**config.mk**
```make
export PLATFORM = sky130hd
export DESIGN_NAME = glyph_4bpp_alpha_expand
export DESIGN_NICKNAME = d
export VERILOG_FILES = /design/src/rtl/core/gae_pkg.sv /design/src/rtl/core/glyph_4bpp_alpha_expand.sv /design/src/rtl/core/gae_expand.sv /design/src/rtl/core/gae_outbuf.sv
export SDC_FILE = /design/constraint.sdc
export NUM_CORES = 1
export LEC_CHECK = 0
export BUFFER_PORTS_ARGS = -buffer_cell sky130_fd_sc_hd__buf_2
export CORE_MARGIN = 2
export CORE_UTILIZATION = 56
export CTS_CLUSTER_SIZE = 28
export DETAILED_ROUTE_END_ITERATION = 12
export PLACE_DENSITY = 0.78
export SETUP_SLACK_MARGIN = 0.5
export SLEW_MARGIN = 20
export SYNTH_ARGS = -nofsm -noshare
export SYNTH_HDL_FRONTEND = slang
export SYNTH_SLANG_ARGS = --single-unit
```
**constraint.sdc**
```tcl
create_clock -name clk -period 9.5 [get_ports clk]
set_input_delay 2.375 -clock clk [delete_from_list [all_inputs] [get_ports clk]]
set_output_delay 2.375 -clock clk [all_outputs]
set_load 0.02 [all_outputs]
```
**src/rtl/core/gae_pkg.sv**
```systemverilog
// ----------------------------------------------------------------------------
// gae_pkg: shared types and helpers for the 4bpp glyph alpha expander
// Holds the register index codes, the blend request record and the
// nibble scaling function used by the expansion stage.
// ----------------------------------------------------------------------------
package gae_pkg;

  localparam int unsigned MAX_GLYPH_DIM_DEF = 255;

  localparam int unsigned COORD_W = 16;
  localparam int unsigned COLOR_W = 32;
  localparam int unsigned ALPHA_W = 8;
  localparam int unsigned DIM_W   = 8;
  localparam int unsigned BYTE_W  = 8;
  localparam int unsigned CFG_IDX_W  = 3;
  localparam int unsigned CFG_DATA_W = 32;

  typedef enum logic [CFG_IDX_W-1:0] {
    REG_ORIGIN_X    = 3'd0,
    REG_ORIGIN_Y    = 3'd1,
    REG_AREA_WIDTH  = 3'd2,
    REG_AREA_HEIGHT = 3'd3,
    REG_START_ODD   = 3'd4,
    REG_OPACITY     = 3'd5,
    REG_INK_COLOR   = 3'd6
  } cfg_idx_t;

  // One blend request as it leaves the block.
  typedef struct packed {
    logic signed [COORD_W-1:0] x;
    logic signed [COORD_W-1:0] y;
    logic [COLOR_W-1:0]        color;
    logic [ALPHA_W-1:0]        alpha;
    logic                      last;
  } pix_t;

  // Results of one glyph byte, handed from the expansion stage to the buffer.
  typedef struct packed {
    logic [1:0] cnt;
    pix_t       p0;
    pix_t       p1;
  } pix_pair_t;

  // Widen a nibble to 8 bits (n * 0x11) and scale by brush / 255, truncated.
  // The division by 255 uses the exact identity floor(x / 255) =
  // (x + (x >> 8) + 1) >> 8 for any x up to 255 * 255, the largest product.
  function automatic logic [ALPHA_W-1:0] scale_nibble(input logic [3:0] nib,
                                                      input logic [7:0] brush);
    logic [15:0] prod;
    logic [16:0] acc;
    prod = {nib, nib} * brush;
    acc  = {1'b0, prod} + {9'd0, prod[15:8]} + 17'd1;
    return acc[15:8];
  endfunction

endpackage

```
**src/rtl/core/glyph_4bpp_alpha_expand.sv**
```systemverilog
// ----------------------------------------------------------------------------
// glyph_4bpp_alpha_expand: 4bpp anti-aliased glyph to blend request expander
// Turns packed coverage bytes into screen-positioned, brush-scaled blend
// requests for the pixels of a clipped glyph area.
// ----------------------------------------------------------------------------
//
//   Channel   Direction  Handshake             Payload
//   in_       sink       in_valid / in_stall    in_glyph_byte
//   out_      source     out_valid / out_stall  out_pixel_x/y/color/alpha, out_last
//   cfg_      sink       cfg_valid / cfg_ready  cfg_index, cfg_data
//
// A glyph byte is held in the input register and expanded in one pass into
// a two-entry result register; requests leave it one per cycle while out_stall
// is low. The next byte loads once the register is empty or as its last request
// leaves, so the single result port limits the byte rate. A byte passes the
// input register and then the result register before its first request.
// Reset (rst_n low, synchronous) empties both registers, clears the row and
// column counters and loads the register reset values. A stall on the
// result side holds the buffered requests and, once the buffer cannot take
// the next byte, stalls the input. Configuration is always ready.
// ----------------------------------------------------------------------------
module glyph_4bpp_alpha_expand import gae_pkg::*; #(
  parameter int unsigned MAX_GLYPH_DIM = MAX_GLYPH_DIM_DEF
) (
  input  logic                      clk,
  input  logic                      rst_n,
  input  logic                      in_valid,
  output logic                      in_stall,
  input  logic [BYTE_W-1:0]         in_glyph_byte,
  output logic                      out_valid,
  input  logic                      out_stall,
  output logic signed [COORD_W-1:0] out_pixel_x,
  output logic signed [COORD_W-1:0] out_pixel_y,
  output logic [COLOR_W-1:0]        out_pixel_color,
  output logic [ALPHA_W-1:0]        out_pixel_alpha,
  output logic                      out_last,
  input  logic                      cfg_valid,
  output logic                      cfg_ready,
  input  logic [CFG_IDX_W-1:0]      cfg_index,
  input  logic [CFG_DATA_W-1:0]     cfg_data
);

  // Registers. Users must change them only while the block is idle; not enforced.
  logic signed [COORD_W-1:0] origin_x_r;
  logic signed [COORD_W-1:0] origin_y_r;
  logic [DIM_W-1:0]          area_width_r;
  logic [DIM_W-1:0]          area_height_r;
  logic                      start_odd_r;
  logic [ALPHA_W-1:0]        opacity_r;
  logic [COLOR_W-1:0]        ink_color_r;

  logic      load, load_ok;
  pix_pair_t pair;
  pix_t      head;

  assign cfg_ready = 1'b1;

  // Writes to indexes past the register list are accepted and dropped.
  always_ff @(posedge clk) begin
    if (!rst_n) begin
      origin_x_r    <= '0;
      origin_y_r    <= '0;
      area_width_r  <= DIM_W'(1);
      area_height_r <= DIM_W'(1);
      start_odd_r   <= 1'b0;
      opacity_r     <= '1;
      ink_color_r   <= '0;
    end else if (cfg_valid && cfg_ready) begin
      case (cfg_index)
        REG_ORIGIN_X:    origin_x_r    <= cfg_data[COORD_W-1:0];
        REG_ORIGIN_Y:    origin_y_r    <= cfg_data[COORD_W-1:0];
        REG_AREA_WIDTH:  area_width_r  <= cfg_data[DIM_W-1:0];
        REG_AREA_HEIGHT: area_height_r <= cfg_data[DIM_W-1:0];
        REG_START_ODD:   start_odd_r   <= cfg_data[0];
        REG_OPACITY:     opacity_r     <= cfg_data[ALPHA_W-1:0];
        REG_INK_COLOR:   ink_color_r   <= cfg_data[COLOR_W-1:0];
        default: begin
        end
      endcase
    end
  end

  // Expansion stage: byte register, counters and nibble scaling.
  gae_expand #(
    .MAX_GLYPH_DIM(MAX_GLYPH_DIM)
  ) u_expand (
    .clk          (clk),
    .rst_n        (rst_n),
    .in_valid     (in_valid),
    .in_stall     (in_stall),
    .in_glyph_byte(in_glyph_byte),
    .origin_x     (origin_x_r),
    .origin_y     (origin_y_r),
    .area_width   (area_width_r),
    .area_height  (area_height_r),
    .start_odd    (start_odd_r),
    .opacity      (opacity_r),
    .ink_color    (ink_color_r),
    .load_ok      (load_ok),
    .load         (load),
    .pair         (pair)
  );

  // Result register: serializes the one or two requests of a byte.
  gae_outbuf u_outbuf (
    .clk      (clk),
    .rst_n    (rst_n),
    .load     (load),
    .pair     (pair),
    .load_ok  (load_ok),
    .out_valid(out_valid),
    .out_stall(out_stall),
    .head     (head)
  );

  assign out_pixel_x     = head.x;
  assign out_pixel_y     = head.y;
  assign out_pixel_color = head.color;
  assign out_pixel_alpha = head.alpha;
  assign out_last        = head.last;

endmodule

```
**src/rtl/core/gae_expand.sv**
```systemverilog
// ----------------------------------------------------------------------------
// gae_expand: input register and pixel expansion stage
// Holds the accepted glyph byte and the row and column counters, and turns
// the byte into zero, one or two blend requests in a single pass.
// ----------------------------------------------------------------------------
module gae_expand import gae_pkg::*; #(
  parameter int unsigned MAX_GLYPH_DIM = MAX_GLYPH_DIM_DEF
) (
  input  logic                      clk,
  input  logic                      rst_n,
  input  logic                      in_valid,
  output logic                      in_stall,
  input  logic [BYTE_W-1:0]         in_glyph_byte,
  input  logic signed [COORD_W-1:0] origin_x,
  input  logic signed [COORD_W-1:0] origin_y,
  input  logic [DIM_W-1:0]          area_width,
  input  logic [DIM_W-1:0]          area_height,
  input  logic                      start_odd,
  input  logic [ALPHA_W-1:0]        opacity,
  input  logic [COLOR_W-1:0]        ink_color,
  input  logic                      load_ok,
  output logic                      load,
  output pix_pair_t                 pair
);

  localparam int unsigned CNT_W = $clog2(MAX_GLYPH_DIM + 1);
  localparam int unsigned EXT_W = (CNT_W > DIM_W) ? CNT_W : DIM_W;

  logic              byte_valid_r, byte_valid_nxt;
  logic [BYTE_W-1:0] byte_r;
  logic [CNT_W-1:0]  col_r, col_nxt;
  logic [CNT_W-1:0]  row_r, row_nxt;

  logic [CNT_W-1:0] w, h;
  logic [CNT_W-1:0] row0, row1, col1, col_end, row_inc;
  logic             single, second, draw, emit0, emit1, take_in;
  logic [ALPHA_W-1:0] a0, a1;
  pix_t             p0, p1;

  function automatic logic [CNT_W-1:0] clamp_dim(input logic [DIM_W-1:0] v);
    logic [EXT_W-1:0] ve;
    ve = EXT_W'(v);
    if (v == '0) return CNT_W'(1);
    if (ve > EXT_W'(MAX_GLYPH_DIM)) return CNT_W'(MAX_GLYPH_DIM);
    return CNT_W'(ve);
  endfunction

  assign w = clamp_dim(area_width);
  assign h = clamp_dim(area_height);

  assign load     = byte_valid_r && load_ok;
  assign take_in  = !byte_valid_r || load;
  assign in_stall = !take_in;

  always_comb begin
    // Counters left beyond a shrunk area wrap before the byte is used.
    row0 = (row_r >= h) ? '0 : row_r;
    if (col_r >= w) begin
      col1 = '0;
      row1 = (row0 + CNT_W'(1) >= h) ? '0 : row0 + CNT_W'(1);
    end else begin
      col1 = col_r;
      row1 = row0;
    end
    single = start_odd && (col1 == '0);
    second = !single && (col1 + CNT_W'(1) < w);
    draw   = (opacity != '0);
    a0     = scale_nibble(single ? byte_r[3:0] : byte_r[7:4], opacity);
    a1     = scale_nibble(byte_r[3:0], opacity);
    emit0  = draw && (a0 != '0);
    emit1  = draw && second && (a1 != '0);

    col_end = second ? col1 + CNT_W'(2) : col1 + CNT_W'(1);
    row_inc = (row1 + CNT_W'(1) >= h) ? '0 : row1 + CNT_W'(1);

    p0.x     = origin_x + COORD_W'(col1);
    p0.y     = origin_y + COORD_W'(row1);
    p0.color = ink_color;
    p0.alpha = a0;
    p0.last  = !emit1;
    p1.x     = origin_x + COORD_W'(col1 + CNT_W'(1));
    p1.y     = p0.y;
    p1.color = ink_color;
    p1.alpha = a1;
    p1.last  = 1'b1;

    pair.cnt = 2'({1'b0, emit0} + {1'b0, emit1});
    pair.p0  = emit0 ? p0 : p1;
    pair.p1  = p1;

    col_nxt = col_r;
    row_nxt = row_r;
    if (load) begin
      if (col_end >= w) begin
        col_nxt = '0;
        row_nxt = row_inc;
      end else begin
        col_nxt = col_end;
        row_nxt = row1;
      end
    end
    byte_valid_nxt = take_in ? in_valid : byte_valid_r;
  end

  always_ff @(posedge clk) begin
    if (!rst_n) begin
      byte_valid_r <= 1'b0;
      col_r        <= '0;
      row_r        <= '0;
    end else begin
      byte_valid_r <= byte_valid_nxt;
      col_r        <= col_nxt;
      row_r        <= row_nxt;
    end
  end

  always_ff @(posedge clk) begin
    if (take_in && in_valid) begin
      byte_r <= in_glyph_byte;
    end
  end

endmodule

```
**src/rtl/core/gae_outbuf.sv**
```systemverilog
// ----------------------------------------------------------------------------
// gae_outbuf: two-entry result register
// Takes one byte's requests at once, presents one per cycle while unstalled.
// ----------------------------------------------------------------------------
module gae_outbuf import gae_pkg::*; (
  input  logic      clk,
  input  logic      rst_n,
  input  logic      load,
  input  pix_pair_t pair,
  output logic      load_ok,
  output logic      out_valid,
  input  logic      out_stall,
  output pix_t      head
);

  logic [1:0] cnt_r, cnt_nxt;
  pix_t       slot0_r, slot0_nxt;
  pix_t       slot1_r, slot1_nxt;
  logic       pop;

  assign out_valid = (cnt_r != 2'd0);
  assign pop       = out_valid && !out_stall;
  assign load_ok   = (cnt_r == 2'd0) || ((cnt_r == 2'd1) && pop);
  assign head      = slot0_r;

  always_comb begin
    cnt_nxt   = cnt_r;
    slot0_nxt = slot0_r;
    slot1_nxt = slot1_r;
    if (load) begin
      cnt_nxt   = pair.cnt;
      slot0_nxt = pair.p0;
      slot1_nxt = pair.p1;
    end else if (pop) begin
      cnt_nxt   = cnt_r - 2'd1;
      slot0_nxt = slot1_r;
    end
  end

  always_ff @(posedge clk) begin
    if (!rst_n) begin
      cnt_r <= 2'd0;
    end else begin
      cnt_r <= cnt_nxt;
    end
  end

  always_ff @(posedge clk) begin
    slot0_r <= slot0_nxt;
    slot1_r <= slot1_nxt;
  end

endmodule

```
# Word level (Yosys, flattened, before mapping)

Index checks and enable logic that the tools add are counted.

Bits of input ports: 48
Register bits after elaboration: 261
Word-level logic and storage cells: 113

Magnitude comparators: 8
$add $sub $neg: 14
Reduce and logical (&&, ||, !) cells: 33
Eq/ne operators: 7
Multiply operators: 2
Muxes and demuxes: 28

Operators with widths:

| operator              | count |
|---|---|
| $mux 73               | 3 |
| $mux 8                | 16 |
| $add 16x8->16         | 4 |
| $ge 8x8->1            | 5 |
| $add 16x1->16 const B | 2 |
| $mul 8x8->16          | 2 |
| $add 8x1->8 const B   | 3 |
| $logic_not 8->1       | 3 |
| $reduce_bool 8->1     | 3 |
| $add 16x16->16        | 1 |
| $gt 8x8->1 const B    | 2 |
| $reduce_and 2->1      | 7 |
| $add 8x1->9 const B   | 1 |
| $eq 3x3->1 const B    | 3 |
| $logic_and 1x1->1     | 9 |
| $add 8x2->8 const B   | 1 |
| $lt 8x8->1            | 1 |
| $eq 3x2->1 const B    | 2 |
| $mux 1                | 6 |
| $logic_not 1->1       | 5 |
| $mux 2                | 2 |
| $mux 4                | 1 |
| $reduce_bool 2->1     | 2 |
| $eq 3x1->1 const B    | 1 |
| 6 further kinds       | 7 |

# Longest topological paths before layout

Gate-level depths: netlist (run 1).

Depth in word-level cells: 17
Gate-level depth with buffers: 45

# Cells and area by module

A second synthesis (run 1) with hierarchy kept.

Cells, all modules: 1876
Area total of the unflattened synthesis: 18836.8 µm²

By module, submodules not included:

| module                  | sequential area each (µm²) | area an instance (µm²) | cells an instance | times used |
|---|---|---|---|---|
| gae_expand              | 580.6                      | 10028.4                | 1289              | 1 |
| gae_outbuf              | 4424.2                     | 5407.7                 | 247               | 1 |
| glyph_4bpp_alpha_expand | 1781.7                     | 3400.8                 | 340               | 1 |

# Worst setup path after synthesis (run 1)

No wires, ideal clock.

Path type: flip-flop to flip-flop
From: reg area_width_r[4]
To: reg u_outbuf.cnt_r[0]
Data arrival time: 9432 ps
Path slack: -17 ps
Required time: 9414 ps
Period minus slack after synthesis: 9517 ps
Cell stages (with the launch flop): 45
Buffers on the path: 5
Cell sequence: dfxtp_1 nor4_1 a21oi_1 inv_1 ha_1 nor2b_1 o21ai_0 a21oi_1 clkbuf_1 clkbuf_1 nand2_1 ha_1 nand2_1 a21oi_1 mux2_2 clkbuf_1 and2_1 fa_1 [... 9 more ...] and2_1 a211o_1 a2111o_1 nand4b_4 ha_1 a21o_1 a211o_1 nand3_1 o2111ai_1 or4_4 a22oi_4 or2_1 buf_4 buf_4 inv_2 ha_1 nor2_1 a211oi_1

Cells in the longest elaborated chain, start to end: 17

RTL lines:

| element                | RTL line                      | RTL |
|---|---|---|
| from (decl)            | glyph_4bpp_alpha_expand.sv:46 | `logic [DIM_W-1:0] area_width_r;` |
| from (signal assigned) | glyph_4bpp_alpha_expand.sv:72 | `REG_AREA_WIDTH: area_width_r <= cfg_data[DIM_W-1:0];` |
| $gt 8x8->1             | gae_expand.sv:44              | `if (ve > EXT_W'(MAX_GLYPH_DIM)) return CNT_W'(MAX_GLYPH_DIM);` |
| $mux 1 (2 in series)   | gae_expand.sv:44              |  |
| $mux 8                 | gae_expand.sv:45              | `return CNT_W'(ve);` |
| $mux 8 (*)             | gae_expand.sv:44              |  |
| $ge 8x8->1             | gae_expand.sv:58              | `if (col_r >= w) begin` |
| $mux 8                 | gae_expand.sv:58              |  |
| $logic_not 8->1        | gae_expand.sv:65              | `single = start_odd && (col1 == '0);` |
| $logic_and 1x1->1      | gae_expand.sv:65              |  |
| $mux 4                 | gae_expand.sv:68              | `a0 = scale_nibble(single ? byte_r[3:0] : byte_r[7:4], opacity);` |
| $mul 8x8->16           | gae_pkg.sv:51                 | `prod = {nib, nib} * brush;` |
| $add 16x8->16          | gae_pkg.sv:52                 | `acc = {1'b0, prod} + {9'd0, prod[15:8]} + 17'd1;` |
| $add 16x1->16          | gae_pkg.sv:52                 |  |
| $reduce_bool 8->1      | gae_expand.sv:70              | `emit0 = draw && (a0 != '0);` |
| $logic_and 1x1->1      | gae_expand.sv:70              |  |
| $add 1x1->2 (*)        | gae_expand.sv:87              | `pair.cnt = 2'({1'b0, emit0} + {1'b0, emit1});` |
| $mux 2 (*)             | gae_outbuf.sv:30              | `if (load) begin` |
| to (signal assigned)   | gae_outbuf.sv:44              | `cnt_r <= cnt_nxt;` |
| to (decl)              | gae_outbuf.sv:16              | `logic [1:0] cnt_r, cnt_nxt;` |

Every way passes the cells marked *; elsewhere a longest branch is shown, timed or not. The select of a mux whose other input is x is not followed.
A chain may end at the register's enable or synchronous reset.

==> results of run 1 <==
-- final timing paths --
check	end	slack, ps	from	cells past startpoint
worst min-delay path	u_outbuf.slot1_r[24]$_DFFE_PP_	460	ink_color_r[15]$_SDFFE_PN0P_	0
worst max register to register	u_outbuf.head[65]$_DFFE_PP_	460	area_width_r[1]$_SDFFE_PN0P_	40
worst max-delay path	u_outbuf.head[65]$_DFFE_PP_	460	area_width_r[1]$_SDFFE_PN0P_	40
worst min register to register	u_outbuf.slot1_r[24]$_DFFE_PP_	460	ink_color_r[15]$_SDFFE_PN0P_	0
-- logic make-up (layout without fill, tap and decap cells) --
kind of cell,count (synthesis),in the layout,synth area share
buffers and inverters,257,411,0.0559
flip-flops,261,261,0.384
XOR/XNOR,86,86,0.0432
AO/OA/AOI/OAI,344,344,0.123
AND/OR/NAND/NOR,694,694,0.180
other,1,1,0.000213
adder cells (fa/ha/maj),233,233,0.193
multiplexers,33,34,0.0201
-- state kept, by name, summed over array words and instances (netlist names) --
signal	count
ink_color_r	32
opacity_r	8
origin_x_r	16
start_odd_r	1
area_width_r	8
u_outbuf.head	73
u_expand.row_r	8
origin_y_r	16
u_outbuf.slot1_r	72
u_outbuf.cnt_r	2
u_expand.col_r	8
u_expand.byte_valid_r	1
u_expand.byte_r	8
area_height_r	8
-- repair_timing --
item	4_1_cts	5_1_grt
cloned	1	2
hold endpoints to repair	0	0
pin swaps	7	42
buffers inserted	6	35
setup endpoints to repair	26	27
gates resized for setup	16	75
hold buffers	0	0
-- Yosys cell counts (29+ instances only) --
cell type | number | area [um^2]
fa_1 | 65 | 1300
dfxtp_1 | 108 | 2160
xor2_1 | 29 | 254
nand2_1 | 399 | 1500
nand3_1 | 50 | 250
and2_1 | 50 | 313
a21oi_1 | 141 | 706
xnor2_1 | 56 | 490
nor2_1 | 67 | 251
edfxtp_1 | 153 | 4590
inv_1 | 184 | 691
o21ai_0 | 47 | 235
clkbuf_1 | 62 | 233
ha_1 | 168 | 2100
-- metal layers --
metal,share of wire,GRT usage
met5,0,0
met4,0.031,0.0735
met3,0.066,0.0284
met2,0.47,0.451
met1,0.43,0.375
-- critical path, delay by kind of cell (launching register included) --
family	cells	cell delay (ps)
adder cells (fa/ha/maj)	8	2860
flip-flops	1	330
multiplexers	2	570
AO/OA/AOI/OAI	12	2610
buffers and inverters	8	650
AND/OR/NAND/NOR	10	1690
-- cell type report --
type	count	area [um^2]	area share
multi-input combinational	1392	10300	0.508
tap	396	495	0.0245
clock inverter	12	103	0.00507
timing repair buffer	178	1150	0.0568
clock buffer	35	746	0.0368
inverter	186	701	0.0346
sequential	261	6770	0.334
-- stage by stage --
step                std cells  hold slack, ps  cell area (um^2)
finish                   2460             457             20200
CTS                      2423             458             19600
floorplan                1909             430             17800
global placement         2369             435             18600
global route             2460             469             20200
detailed placement       2369             442             18600
==> metrics, run 1 <==
status=completed; Period minus WS final=about 9000 ps; DR WL/cell=18.7 um; post-synthesis cell type count=81; Initial Util=0.572; Period Utilization, post-route=0.951; die area=between 0.03 and 0.04 mm^2; Post-Synthesis Cell Area=around 0.018 mm^2; Setup TNS=0 ps; number of global-route vias before repair=between 10000 and 15000; Cells after Synth=~1900; fraction of registers with async set/reset=0; Iter 0 DRT Violations=1241; maxcap violations=0; relative slew slack=0.286; global-route wire length before repair=72.0 mm; Post-Route Utilization=0.658; clock skew=between 20 and 30 ps; height of the die=between 150 and 200 um; root buf cell=clkbuf_16; Total Wirelength=around 46 mm; crit-path max cell delay=roughly 520 ps; detailed-route vias per instance=about 5.8; Area Overhead vs Synth=15.1%; CTS tree=built; clk slew on worst S/H paths=approximately 60 ps; DRC=0; commonest non-fill, non-tap cell in the layout=nand2_1; Fin. Hold Viols=0; most frequent cells in the layout=393 x nand2_1, 179 x inv_1, 161 x ha_1; Post-synth top flop=edfxtp_1; post-synthesis sequential area ratio=0.384; gr ovfl total=0; Final #Nets=between 2000 and 2500; # H-tree levels=1; unrepaired setup endpoints after global routing=true; # clock sinks=between 200 and 300; Total GRT Usage=0.270; clk_lat worst skew=~560 ps; routability-driven placement congestion ratio=0.909; DP HPWL=about 32 mm; total iterations of the first detailed-routing run=8; CP Capture Type=register; largest net degree at the start of global routing=92; final antenna-violating net count=0; kind of critical path=register to register; fraction of layout cells with a size suffix above 1=0.159; FILL cells=2361; PortBufs=122; pin slew with the least headroom to its limit=about 1100 ps; Worst EP arrival=9290 ps; fmax=111 MHz; Post-Place Worst Slack=~210 ps; DR vias=14400; deepest clock path buffer count=3; # IOs=124; final max-slew violation count=0; CP max FO=8; total nets after synthesis=2190; Placement Rows=64; Final setup viols=0; CTS Buf Count=27; slowest stage cell, crit path=fa_1; WP data required=between 9000 and 10000 ps; Synth warnings=0; initial antenna violation count=0; Min-Delay Path Class=register to register; post-layout worst setup margin=461 ps; Post-synth EDFFs=around 150; number of synthesized register bits=261; Ant. Diodes=0; core area=about 0.031 mm^2; CP startpoint kind=register; Chip Width=about 180 um; Avg Cell Area, Syn=just over 9 um^2
Power of run 1 is left out: the tool's default activity adds up to more than one toggle a clock period on the data nets, which glitch-free logic cannot reach.
==> run 2: changes to the inputs <==
==> constraint.sdc (replaced) <==
create_clock -name clk -period 9.5 [get_ports clk]
set_input_delay 0.475 -clock clk [delete_from_list [all_inputs] [get_ports clk]]
set_output_delay 0.475 -clock clk [all_outputs]
set_load 0.02 [all_outputs]
==> run 2 against run 1 <==
  * Via count fell by 1.8%
  * Register-to-register slack improved by 190 ps
  * Fmax rose by 2.1%
  * Critical path depth fell by 2
  * Die area did not move
  * Cell count fell by 0.33%
  * Routed wire length fell by 3.9%
  * Critical endpoint is now u_outbuf.head[72]$_DFFE_PP_
==> metrics, run 2 (synthesized netlist as in run 1, its figures left out) <==
status=completed; crit-path max cell delay=~540 ps; CTS Buf Count=26; Area Overhead vs Synth=14.3%; clk_lat worst skew=about 550 ps; routability-driven placement congestion ratio=0.887; Total GRT Usage=0.264; Iter 0 DRT Violations=roughly 1300; Placement Rows=64; Period minus WS final=between 8000 and 9000 ps; core area=about 0.031 mm^2; Min-Delay Path Class=primary input to register; largest net degree at the start of global routing=between 80 and 90; # IOs=roughly 120; fmax=around 110 MHz; deepest clock path buffer count=3; CTS tree=built; PortBufs=approximately 120; CP max FO=6; total iterations of the first detailed-routing run=5; commonest non-fill, non-tap cell in the layout=nand2_1; DRC=0; FILL cells=approximately 2400; final antenna-violating net count=0; WP data required=between 9000 and 10000 ps; pin slew with the least headroom to its limit=between 1000 and 1500 ps; clock skew=14.6 ps; number of global-route vias before repair=between 10000 and 15000; unrepaired setup endpoints after global routing=true; Chip Width=181 um; die area=approximately 0.033 mm^2; CP Capture Type=register; multi-input logic area=a little over 0.01 mm^2; Initial Util=0.572; detailed-route vias per instance=5.75; maxcap violations=0; most frequent cells in the layout=392 x nand2_1, 178 x inv_1, 159 x ha_1; slowest stage cell, crit path=fa_1; Setup TNS=0 ps; clk slew on worst S/H paths=70 ps; max reg flops=between 70 and 80; gr ovfl total=0; # clock sinks=around 260; Worst EP arrival=slightly above 9000 ps; final max-slew violation count=0; DP HPWL=around 32 mm; CP startpoint kind=register; height of the die=about 180 um; FF+latch area=a little under 0.007 mm^2; DR WL/cell=~18 um; Post-Route Utilization=0.654; Final #Nets=2314; Total Wirelength=between 40 and 50 mm; Fin. Hold Viols=0; relative slew slack=0.302; fraction of layout cells with a size suffix above 1=0.152; global-route wire length before repair=about 70 mm; DR vias=14100; root buf cell=clkbuf_16; Period Utilization, post-route=0.932; initial antenna violation count=3; # H-tree levels=1; kind of critical path=register to register; Final setup viols=0
[run 2: changes by cell type in the layout (fill, tap and decap cells not counted), moves of 3 or more]
cell	change
and2_4	-3
clkinv_1	-6
diode_2	+3
bufinv_16	+4
and2_1	+3
clkinv_4	+5
clkbuf_8	-3
clkinv_2	+3
buf_12	-3
buf_6	-4
buf_4	-3
[run 2: what timing repair did]
action | 4_1_cts | 5_1_grt
cloned | 0 | 1
setup buffers | 8 | 20
hold buffers | 0 | 0
setup endpoints to repair | 26 | 27
pin swaps | 10 | 35
hold endpoints to repair | 0 | 0
resized for setup | 17 | 51
[run 2: cell type report]
class,count,area share
clock buffer,31,0.0338
multi-input combinational,1391,0.507
tap,396,0.0246
antenna,3,0.000373
clock inverter,17,0.0122
timing repair buffer,167,0.0496
sequential,261,0.337
inverter,186,0.0350
[run 2: metal layers]
layer  vias up  routed length [um]  GRT usage
li1       6785                   -          -
met1      6720               19200      0.367
met2       508               20600      0.436
met3        79                3120     0.0349
met4         2                1170     0.0767
met5         -                  13          0
[run 2: stage by stage]
step           cell area (um^2)  cells  hold slack, ps  worst slack, ps
2_1_floorplan             17800   1909             430              508
3_3_place_gp              18700   2372             436              447
3_5_place_dp              18700   2372             439              241
4_1_cts                   19700   2428             104              504
5_1_grt                   20100   2451             101              409
6_report                  20100   2452             116              650
[run 2: worst paths after layout]
check                               startpoint                              to  slack, ps  depth (start not counted)
setup / recovery  area_width_r[4]$_SDFFE_PN0P_     u_outbuf.head[72]$_DFFE_PP_        650                         38
hold / removal                in_glyph_byte[3]    u_expand.byte_r[3]$_DFFE_PP_        120                          1
hold reg to reg    ink_color_r[8]$_SDFFE_PN0P_  u_outbuf.slot1_r[17]$_DFFE_PP_        450                          0
setup reg to reg  area_width_r[4]$_SDFFE_PN0P_     u_outbuf.head[72]$_DFFE_PP_        650                         38
[run 2: critical path: cells and delay by family (launching register included)]
| family | cells | cell delay, ps |
|---|---|---|
| fa+ha+maj | 8 | 2970 |
| flops | 1 | 340 |
| compound gates | 11 | 2170 |
| simple gates | 12 | 2430 |
| buf+inv | 6 | 410 |
| mux | 1 | 360 |
Power of run 2 is left out for the same reason.
==> run 3: changes to the inputs <==
Settings changed: CORE_UTILIZATION 56 to 37, PLACE_DENSITY 0.78 to default, SYNTH_HIERARCHICAL from default to 1.
==> run 3 against run 2 <==
  * Synthesized area increased by 7.1%
  * First-iteration DRC count shrank 37%
  * Register-to-register slack got worse by 350 ps
  * Utilization down 23 points
  * Critical path depth up 5
  * Clock skew shrank 4.9 ps
  * Largest cell class unchanged
  * Critical path type unchanged
  * Non-clock buffer count rose by 32
  * Setup slack lost 350 ps
  * Synthesized cell count is 1.7% lower
  * Global-route usage is 9.7 points lower
  * Hold slack worse by 35 ps
==> metrics, run 3 <==
gr ovfl total=0; Total Wirelength=44.6 mm; Worst EP arrival=9510 ps; kind of critical path=register to register; status=completed; clk_lat worst skew=570 ps; Min-Delay Path Class=primary input to register; clock skew=9.69 ps; height of the die=~230 um; Total GRT Usage=0.167; clk slew on worst S/H paths=60 ps; commonest non-fill, non-tap cell in the layout=nand2_1; CTS Buf Count=29; die area=roughly 0.053 mm^2; number of synthesized register bits=between 200 and 300; post-layout worst setup margin=approximately 300 ps; Final #Nets=2235; Crit Reg-Reg Startpoint=area_width_r[4]$_SDFFE_PN0P_; dpl cells=roughly 2600; final antenna-violating net count=0; Post-Synthesis Cell Area=around 0.019 mm^2; CP startpoint kind=register; CP max FO=11; Cells after Synth=approximately 1900; Fin. Hold Viols=0; total iterations of the first detailed-routing run=6; pin slew with the least headroom to its limit=~960 ps; Synth top cells by count=197 x nand2_1, 183 x inv_1, 161 x ha_1, 154 x edfxtp_1, 108 x dfxtp_1; HP Start=in_glyph_byte[2]; CTS tree=built; PortBufs=between 100 and 150; Period Utilization, post-route=0.968; total nets after synthesis=between 2000 and 2500; deepest clock path buffer count=3; Final setup viols=0; Post-synth EDFFs=~150; cts hold-fix bufs=0; Iter 0 DRT Violations=approximately 800; maxcap violations=0; slowest stage cell, crit path=fa_1; fmax=around 110 MHz; # clock sinks=roughly 260; final max-slew violation count=0; largest net degree at the start of global routing=between 90 and 100; Initial Util=0.375; DR vias=roughly 14000; Placement Rows=about 80; share of the synthesized area in the top cell type=0.245; DP HPWL=about 33 mm; crit path launch=area_width_r[4]$_SDFFE_PN0P_; # H-tree levels=1; detailed-route vias per instance=between 5 and 6; Avg Cell Area, Syn=about 10 um^2; Area Overhead vs Synth=12.9%; FILL cells=about 4800; Post-Place Worst Slack=-147 ps; routability-driven placement congestion ratio=between 0.8 and 0.9; Synth warnings=6; Top cell by count, worst path=buf_4; cell with the most instances after synthesis=nand2_1; most frequent cells in the layout=195 x nand2_1, 181 x inv_1, 158 x ha_1; fraction of layout cells with a size suffix above 1=0.200; global-route wire length before repair=71.9 mm; number of global-route vias before repair=between 10000 and 15000; core area=0.0502 mm^2; relative slew slack=0.358; post-route insts no fill=about 2700; initial antenna violation count=3; synth top area cells=edfxtp_1 25%, dfxtp_1 11%, ha_1 11%; # IOs=between 100 and 150; Post-synth top flop=edfxtp_1; root buf cell=clkbuf_16; post-synthesis cell type count=85; crit-path max cell delay=roughly 480 ps; fraction of registers with async set/reset=0; DRC=0; DR WL/cell=between 15 and 20 um; post-synthesis sequential area ratio=0.360; WP data required=roughly 9800 ps; Chip Width=between 200 and 250 um; CP Capture Type=register; unrepaired setup endpoints after global routing=true; Period minus WS final=about 9000 ps; largest area contributor in the netlist=edfxtp_1
run 3: cell types whose count changed after synthesis, sizes merged, moves of 17 or more:
| cell | change |
|---|---|
| a21oi | -77 |
| o21ai | -17 |
| buf | +96 |
| nand2 | -201 |
| mux2 | +71 |
| nor2 | +19 |
| mux2i | +76 |
| clkbuf | -21 |
run 3: critical path, delay by kind of cell, from the launching register on:
family	cells	cell delay, ps
compound gates	6	1070
fa+ha+maj	7	2570
buf+inv	15	1520
flops	1	340
mux	2	550
simple gates	13	2870
run 3: final timing paths:
path / endpoint / slack, ps / depth (start not counted)
setup reg to reg: u_outbuf/head[70]$_DFFE_PP_ / 300 / 43
hold / removal: u_expand/byte_r[2]$_DFFE_PP_ / 80 / 1
setup / recovery: u_outbuf/head[70]$_DFFE_PP_ / 300 / 43
hold reg to reg: u_outbuf/slot1_r[11]$_DFFE_PP_ / 450 / 0
run 3: layout make-up:
| cell class | instances | area (um^2) | area share |
|---|---|---|---|
| Clock inverter | 8 | 90.1 | 0.00424 |
| Timing Repair Buffer | 199 | 1240 | 0.0582 |
| Timing Repair inverter | 1 | 8.76 | 0.000412 |
| Clock buffer | 46 | 830 | 0.0390 |
| Multi-Input combinational cell | 1284 | 10800 | 0.506 |
| Antenna cell | 3 | 7.51 | 0.000353 |
| Sequential cell | 262 | 6790 | 0.319 |
| Tap cell | 672 | 841 | 0.0395 |
| Inverter | 184 | 708 | 0.0333 |
run 3: metrics by stage:
step	instance area (um^2)	setup TNS, ps	hold WS [ps]	utilization
after floorplan	19000	-697	439	-
after global placement	19900	0	436	0.396
after detailed placement	19900	-1470	441	0.396
after CTS	21200	0	54.7	0.422
after global routing	21300	-657	55.3	0.424
final	21300	0	81.3	0.424
run 3: kinds of logic (layout without fill, tap and decap cells):
kind of cell    Yosys count  after routing  synth area share
mux                     180            180             0.103
compound gates          265            265            0.0954
buf+inv                 330            438            0.0857
other cells               2              5          0.000399
simple gates            519            519             0.136
flops                   262            262             0.360
xor+xnor                 92             92            0.0428
fa+ha+maj               226            226             0.176
run 3: layer usage:
layer  part of all wire  GRT usage  wire (um)
met5                  0          0          0
met4              0.020     0.0430        909
met3              0.045     0.0200       2000
met2               0.46      0.275      20600
met1               0.47      0.232      21100
run 3: repair_timing:
action | in CTS | in global routing
gates resized for setup | 39 | 20
pin swaps | 27 | 17
setup endpoints to repair | 26 | 29
endpoints found under the hold margin | 0 | 0
gates cloned | 1 | 0
buffers inserted | 27 | 3
Power of run 3 is left out for the same reason.
